File: src/hdl/pgct_pkg.sv
// ----------------------------------------------------------------------------
// pgct_pkg
// Shared widths, register indexes, view mode codes and helper functions of
// the plane grid cell tessellator.
// ----------------------------------------------------------------------------
`default_nettype none

package pgct_pkg;

    localparam int MAX_SEGMENTS = 256;
    localparam int FRAC_BITS    = 16;

    localparam int CELL_W    = 8;
    localparam int CNT_W     = 9;
    localparam int MODE_W    = 3;
    localparam int CRD_W     = 32;
    localparam int UV_W      = 17;
    localparam int CFG_IDX_W = 3;
    localparam int NORM_W    = 3;

    localparam int SPAN_W = CRD_W + 1;
    localparam int STEP_W = CNT_W + 2;
    localparam int PROD_W = SPAN_W + STEP_W;
    localparam int DEN_W  = CNT_W + 1;
    localparam int REM_W  = DEN_W;
    localparam int DIV_W  = CRD_W + CNT_W + 1;
    localparam int UV_SH  = FRAC_BITS + 1;

    localparam logic [CFG_IDX_W-1:0] REG_VIEW_MODE    = 3'd0;
    localparam logic [CFG_IDX_W-1:0] REG_COLUMNS      = 3'd1;
    localparam logic [CFG_IDX_W-1:0] REG_ROWS         = 3'd2;
    localparam logic [CFG_IDX_W-1:0] REG_SPAN_A_LOW   = 3'd3;
    localparam logic [CFG_IDX_W-1:0] REG_SPAN_A_HIGH  = 3'd4;
    localparam logic [CFG_IDX_W-1:0] REG_SPAN_B_LOW   = 3'd5;
    localparam logic [CFG_IDX_W-1:0] REG_SPAN_B_HIGH  = 3'd6;
    localparam logic [CFG_IDX_W-1:0] REG_PLANE_OFFSET = 3'd7;

    localparam logic [MODE_W-1:0] MODE_TOP    = 3'd0;
    localparam logic [MODE_W-1:0] MODE_BOTTOM = 3'd1;
    localparam logic [MODE_W-1:0] MODE_LEFT   = 3'd2;
    localparam logic [MODE_W-1:0] MODE_RIGHT  = 3'd3;
    localparam logic [MODE_W-1:0] MODE_FRONT  = 3'd4;
    localparam logic [MODE_W-1:0] MODE_BACK   = 3'd5;

    typedef struct packed {
        logic [MODE_W-1:0]        mode;
        logic [CNT_W-1:0]         nc;
        logic [CNT_W-1:0]         nr;
        logic signed [SPAN_W-1:0] da;
        logic signed [SPAN_W-1:0] db;
        logic [CRD_W-1:0]         off;
        logic [CRD_W-1:0]         pw;
        logic [CRD_W-1:0]         ph;
    } t_geom;

    typedef struct packed {
        logic [CELL_W-1:0] col;
        logic [CELL_W-1:0] row;
    } t_cell;

    typedef struct packed {
        logic last;
        logic nega;
        logic negb;
    } t_side;

    function automatic logic [CNT_W-1:0] seg_count(input logic [CNT_W-1:0] n);
        logic [CNT_W-1:0] m;
        m = n;
        if (n == '0) m = CNT_W'(1);
        else if (n > CNT_W'(MAX_SEGMENTS)) m = CNT_W'(MAX_SEGMENTS);
        return m;
    endfunction

    // corner steps along a and b; set 0 top, 1 bottom, 2 the side views
    function automatic logic corner_da(input logic [1:0] set, input logic [1:0] idx);
        logic b;
        b = (set == 2'd1) ? ~idx[1] : idx[1];
        return b;
    endfunction

    function automatic logic corner_db(input logic [1:0] set, input logic [1:0] idx);
        logic b;
        b = idx[1] ^ idx[0];
        if (set == 2'd2) b = ~b;
        return b;
    endfunction

endpackage

`default_nettype wire

File: src/hdl/pgct_fifo.sv
// ----------------------------------------------------------------------------
// pgct_fifo
// Two-entry queue of clamped cells between intake and vertex generation.
// ----------------------------------------------------------------------------
`default_nettype none

module pgct_fifo (
    input  wire              i_clk,
    input  wire              i_rst_n,
    input  wire              i_push,
    input  pgct_pkg::t_cell  i_cell,
    output logic             o_full,
    input  wire              i_pop,
    output logic             o_empty,
    output pgct_pkg::t_cell  o_cell
);
    import pgct_pkg::*;

    t_cell      r_mem [2];
    logic       r_wp, r_rp;
    logic [1:0] r_cnt;

    assign o_full  = (r_cnt == 2'd2);
    assign o_empty = (r_cnt == 2'd0);
    assign o_cell  = r_mem[r_rp];

    always_ff @(posedge i_clk) begin
        if (i_push) r_mem[r_wp] <= i_cell;
    end

    always_ff @(posedge i_clk) begin
        if (!i_rst_n) begin
            r_wp  <= 1'b0;
            r_rp  <= 1'b0;
            r_cnt <= 2'd0;
        end else begin
            if (i_push) r_wp <= ~r_wp;
            if (i_pop)  r_rp <= ~r_rp;
            r_cnt <= r_cnt + 2'(i_push) - 2'(i_pop);
        end
    end

endmodule

`default_nettype wire

File: config.mk
export PLATFORM = sky130hd
export DESIGN_NAME = pgct_fifo
export DESIGN_NICKNAME = d
export VERILOG_FILES = /design/src/hdl/pgct_pkg.sv /design/src/hdl/pgct_fifo.sv
export SDC_FILE = /design/constraint.sdc
export NUM_CORES = 1
export LEC_CHECK = 0
export ABC_AREA = 1
export BUFFER_PORTS_ARGS = -buffer_cell sky130_fd_sc_hd__buf_2
export CAP_MARGIN = 20
export CORE_MARGIN = 1
export CORE_UTILIZATION = 51
export CTS_CLUSTER_SIZE = 20
export DETAILED_ROUTE_END_ITERATION = 6
export GPL_ROUTABILITY_DRIVEN = 0
export PLACE_DENSITY = 0.75
export SLEW_MARGIN = 10
export SYNTH_ARGS = -nofsm -noshare
export SYNTH_HDL_FRONTEND = slang
export SYNTH_SLANG_ARGS = --single-unit
File: constraint.sdc
create_clock -name i_clk -period 1.65 [get_ports i_clk]
set_input_delay 0.2475 -clock i_clk [delete_from_list [all_inputs] [get_ports i_clk]]
set_output_delay 0.2475 -clock i_clk [all_outputs]
set_load 0.01 [all_outputs]
==> flow_summary.yaml <==
outcome:
  status: "finished clean"
synthesis:
  synth_edf_count: 32
  yosysWarningCount: 0
  yosys-top-cells-area: "edfxtp_1 67%, mux2_4 10%, dfxtp_1 7.0%"
  yosysMostFrequentCell: "edfxtp_1"
  synth_top_area_share_pct: 67.0
  async_reset_ff_share_pct: 0
  ys_ff_latch: 37
  synthTopCellsByCount: "32 x edfxtp_1, 10 x mux2_4, 9 x nor2_1"
  syn_area_sq_um: 1440
  syn_avg_cell_area_sq_um: 17.3
  postSynthCellCount: 83
  seq_area_frac_synth_pct: 73.9
  synth_top_area_cell: "edfxtp_1"
  synth.net_count: 105
  ys.flop_type: "edfxtp_1"
  synthDistinctLibCells: 12
worst_setup_path:
  startpoint_type: "register"
  path_cells: "buf_4 -> mux2_2 -> buf_2"
  crit_arrival_ns: 1.32
  max_stage_delay_ns: 0.36
  crit_type: "register to output pin"
  cp_max_fo: 6
  end_kind: "output pin"
  crit_family: "flip-flops"
  crit_slowest_cell: "dfxtp_4"
  crit_buf_inv: 2
  crit_required_ns: 1.40
cts:
  cts_tree: "done"
  clock_latency_ns: 0.34
  cts_root_buf: "clkbuf_4"
  cts_buffers: 5
  clkSlewWorstSetupHoldPaths_ns: 0.11
  cts_buffer_depth: 2
  clkSinkCount: 37
  htreeDepth: 2
floorplan:
  core_sq_um: 2570
  die_x_um: 55.0
  dieArea_sq_um: 3030
  placementRows: 18
  die_y_um: 55.0
  boundaryPins: 38
  initial_core_util_pct: 55.9
timing:
  relSlewSlack_pct: 76.6
  post-route-period-util_pct: 94.8
  tightest_slew_ns: 0.350
  timing.clock.skew_ns: 0.0115
  hold_viol: 0
  hold_slack_ns: 0.0877
  setup_tns_ns: 0
  rsz0062_at_grt: "no"
  timing.final.ws_setup_ns: 0.0857
  fin_crit_ns: 1.56
  max_freq_ghz: 0.639
  finalSetupViolCount: 0
  report.final.slew_viol_count: 0
power:
  total_power_mw: 1.99
  power_leakage_nw: 0.757
  power_density_nw_per_um2: 1130
  max-vdd-ir-drop_v: 0.000952
final_layout:
  fillers: 198
  fin_nets: 153
  syn_to_final_growth_pct: 22.7
  final_cell_count_no_fill: 162
  antennaDiodeCount: 0
  final_util_pct: 68.6
  final_cell_area_sq_um: 1760
  final_layout_size_suffix_gt1_share_pct: 50.8
placement:
  dpl.hpwl_um: 1800
  dp.cells: 153
  io_buffers: 37
  pre_cts_ws_ns: 0.244
  post_dp_cell_area_sq_um: 1660
worst_hold_path:
  hp-class: "primary input to register"
drt:
  drt-initial-drc-count: 11
  ant_nets: 0
  drc_errors: 0
  dr.pass1.iters: 4
  vias_per_cell: 4.93
  vias: 798
  wl_um: 2320
  post_drt_wl_per_cell_um: 14.3
grt:
  track_usage_pct: 19.0
  grt_pass1_wl_um: 3520
  grt_pass1_vias: 766
  grt_max_degree: 17
  antenna_found_initial: 0
  grt_overflow: 0
job:
  maxCapViolations: 0
## cells in the final DEF, fill, tap and decap left out
master      n
buf_2      37
edfxtp_1   32
mux2_4     10
nor2_1      9
nand2_1     8
inv_1       7
mux2_2      6
buf_4       6
clkbuf_4    5
dfxtp_1     4
ha_1        2
a21oi_1     1
nand3_1     1
dfxtp_4     1
clkbuf_8    1
bufinv_16   1
clkbuf_1    1
## worst register-to-register path: cells and delay by family, from the launching register on
family	cells	cell delay, ns
AOI/OAI and AO/OA	1	0.13
adders and majority gates	2	0.47
buffers and inverters	3	0.16
DFF	1	0.37
and+or+nand+nor	2	0.13
## timing repair
action / 4_1_cts / 5_1_grt
buffers inserted: 0 / 1
hold buffers: 0 / 0
endpoints found under the setup margin: 13 / 13
resized for setup: 2 / 0
## report_power, final
part	internal, mW	total, mW	switching [mW]
clock	0.362	0.643	0.281
sequential	1.08	1.10	0.0201
combinational	0.125	0.247	0.122
## flip-flops by register name (all words and copies together) (netlist names), named ones only
| name | count |
|---|---|
| r_wp | 1 |
| r_rp | 1 |
| r_mem | 32 |
| r_cnt | 2 |
## cell type report
| type | count | area [sq um] | share of cell area (%) |
|---|---|---|---|
| clock inverters | 1 | 30.0 | 1.71 |
| multi-input cells | 37 | 317 | 18.0 |
| repair buffers | 43 | 230 | 13.1 |
| clock buffers | 7 | 55.1 | 3.13 |
| inverters | 7 | 26.3 | 1.49 |
| flip-flops and latches | 37 | 1060 | 60.5 |
| well taps | 30 | 37.5 | 2.13 |
## worst paths after layout
path / depth (start not counted) / to / from / slack (ns)
hold reg to reg: 2 / r_rp / r_rp / 0.51
setup / recovery: 3 / o_cell[4] / register / 0.09
setup reg to reg: 8 / r_cnt[1] / r_cnt[0] / 0.30
hold / removal: 1 / r_mem[0][0] / i_cell[0] / 0.09
## per-layer routing
layer  global-route usage [%]  part of all wire, %  wire (um)  up-vias
met5                        0                    0          0        -
met4                     12.5                  2.6         61        0
met3                     5.74                  6.0        140        8
met2                     34.1                   57       1320       26
met1                     18.7                   35        802      375
li1                         -                    -          -      389
## kinds of logic (layout without fill, tap and decap cells)
logic type	Yosys count	after routing	share of synthesized area, %
buf+inv	9	58	4.01
flops	37	37	73.9
fa+ha+maj	2	2	1.74
simple gates	18	18	4.79
compound gates	1	1	0.348
mux	16	16	15.2
Power figures use the tool's default switching activity.
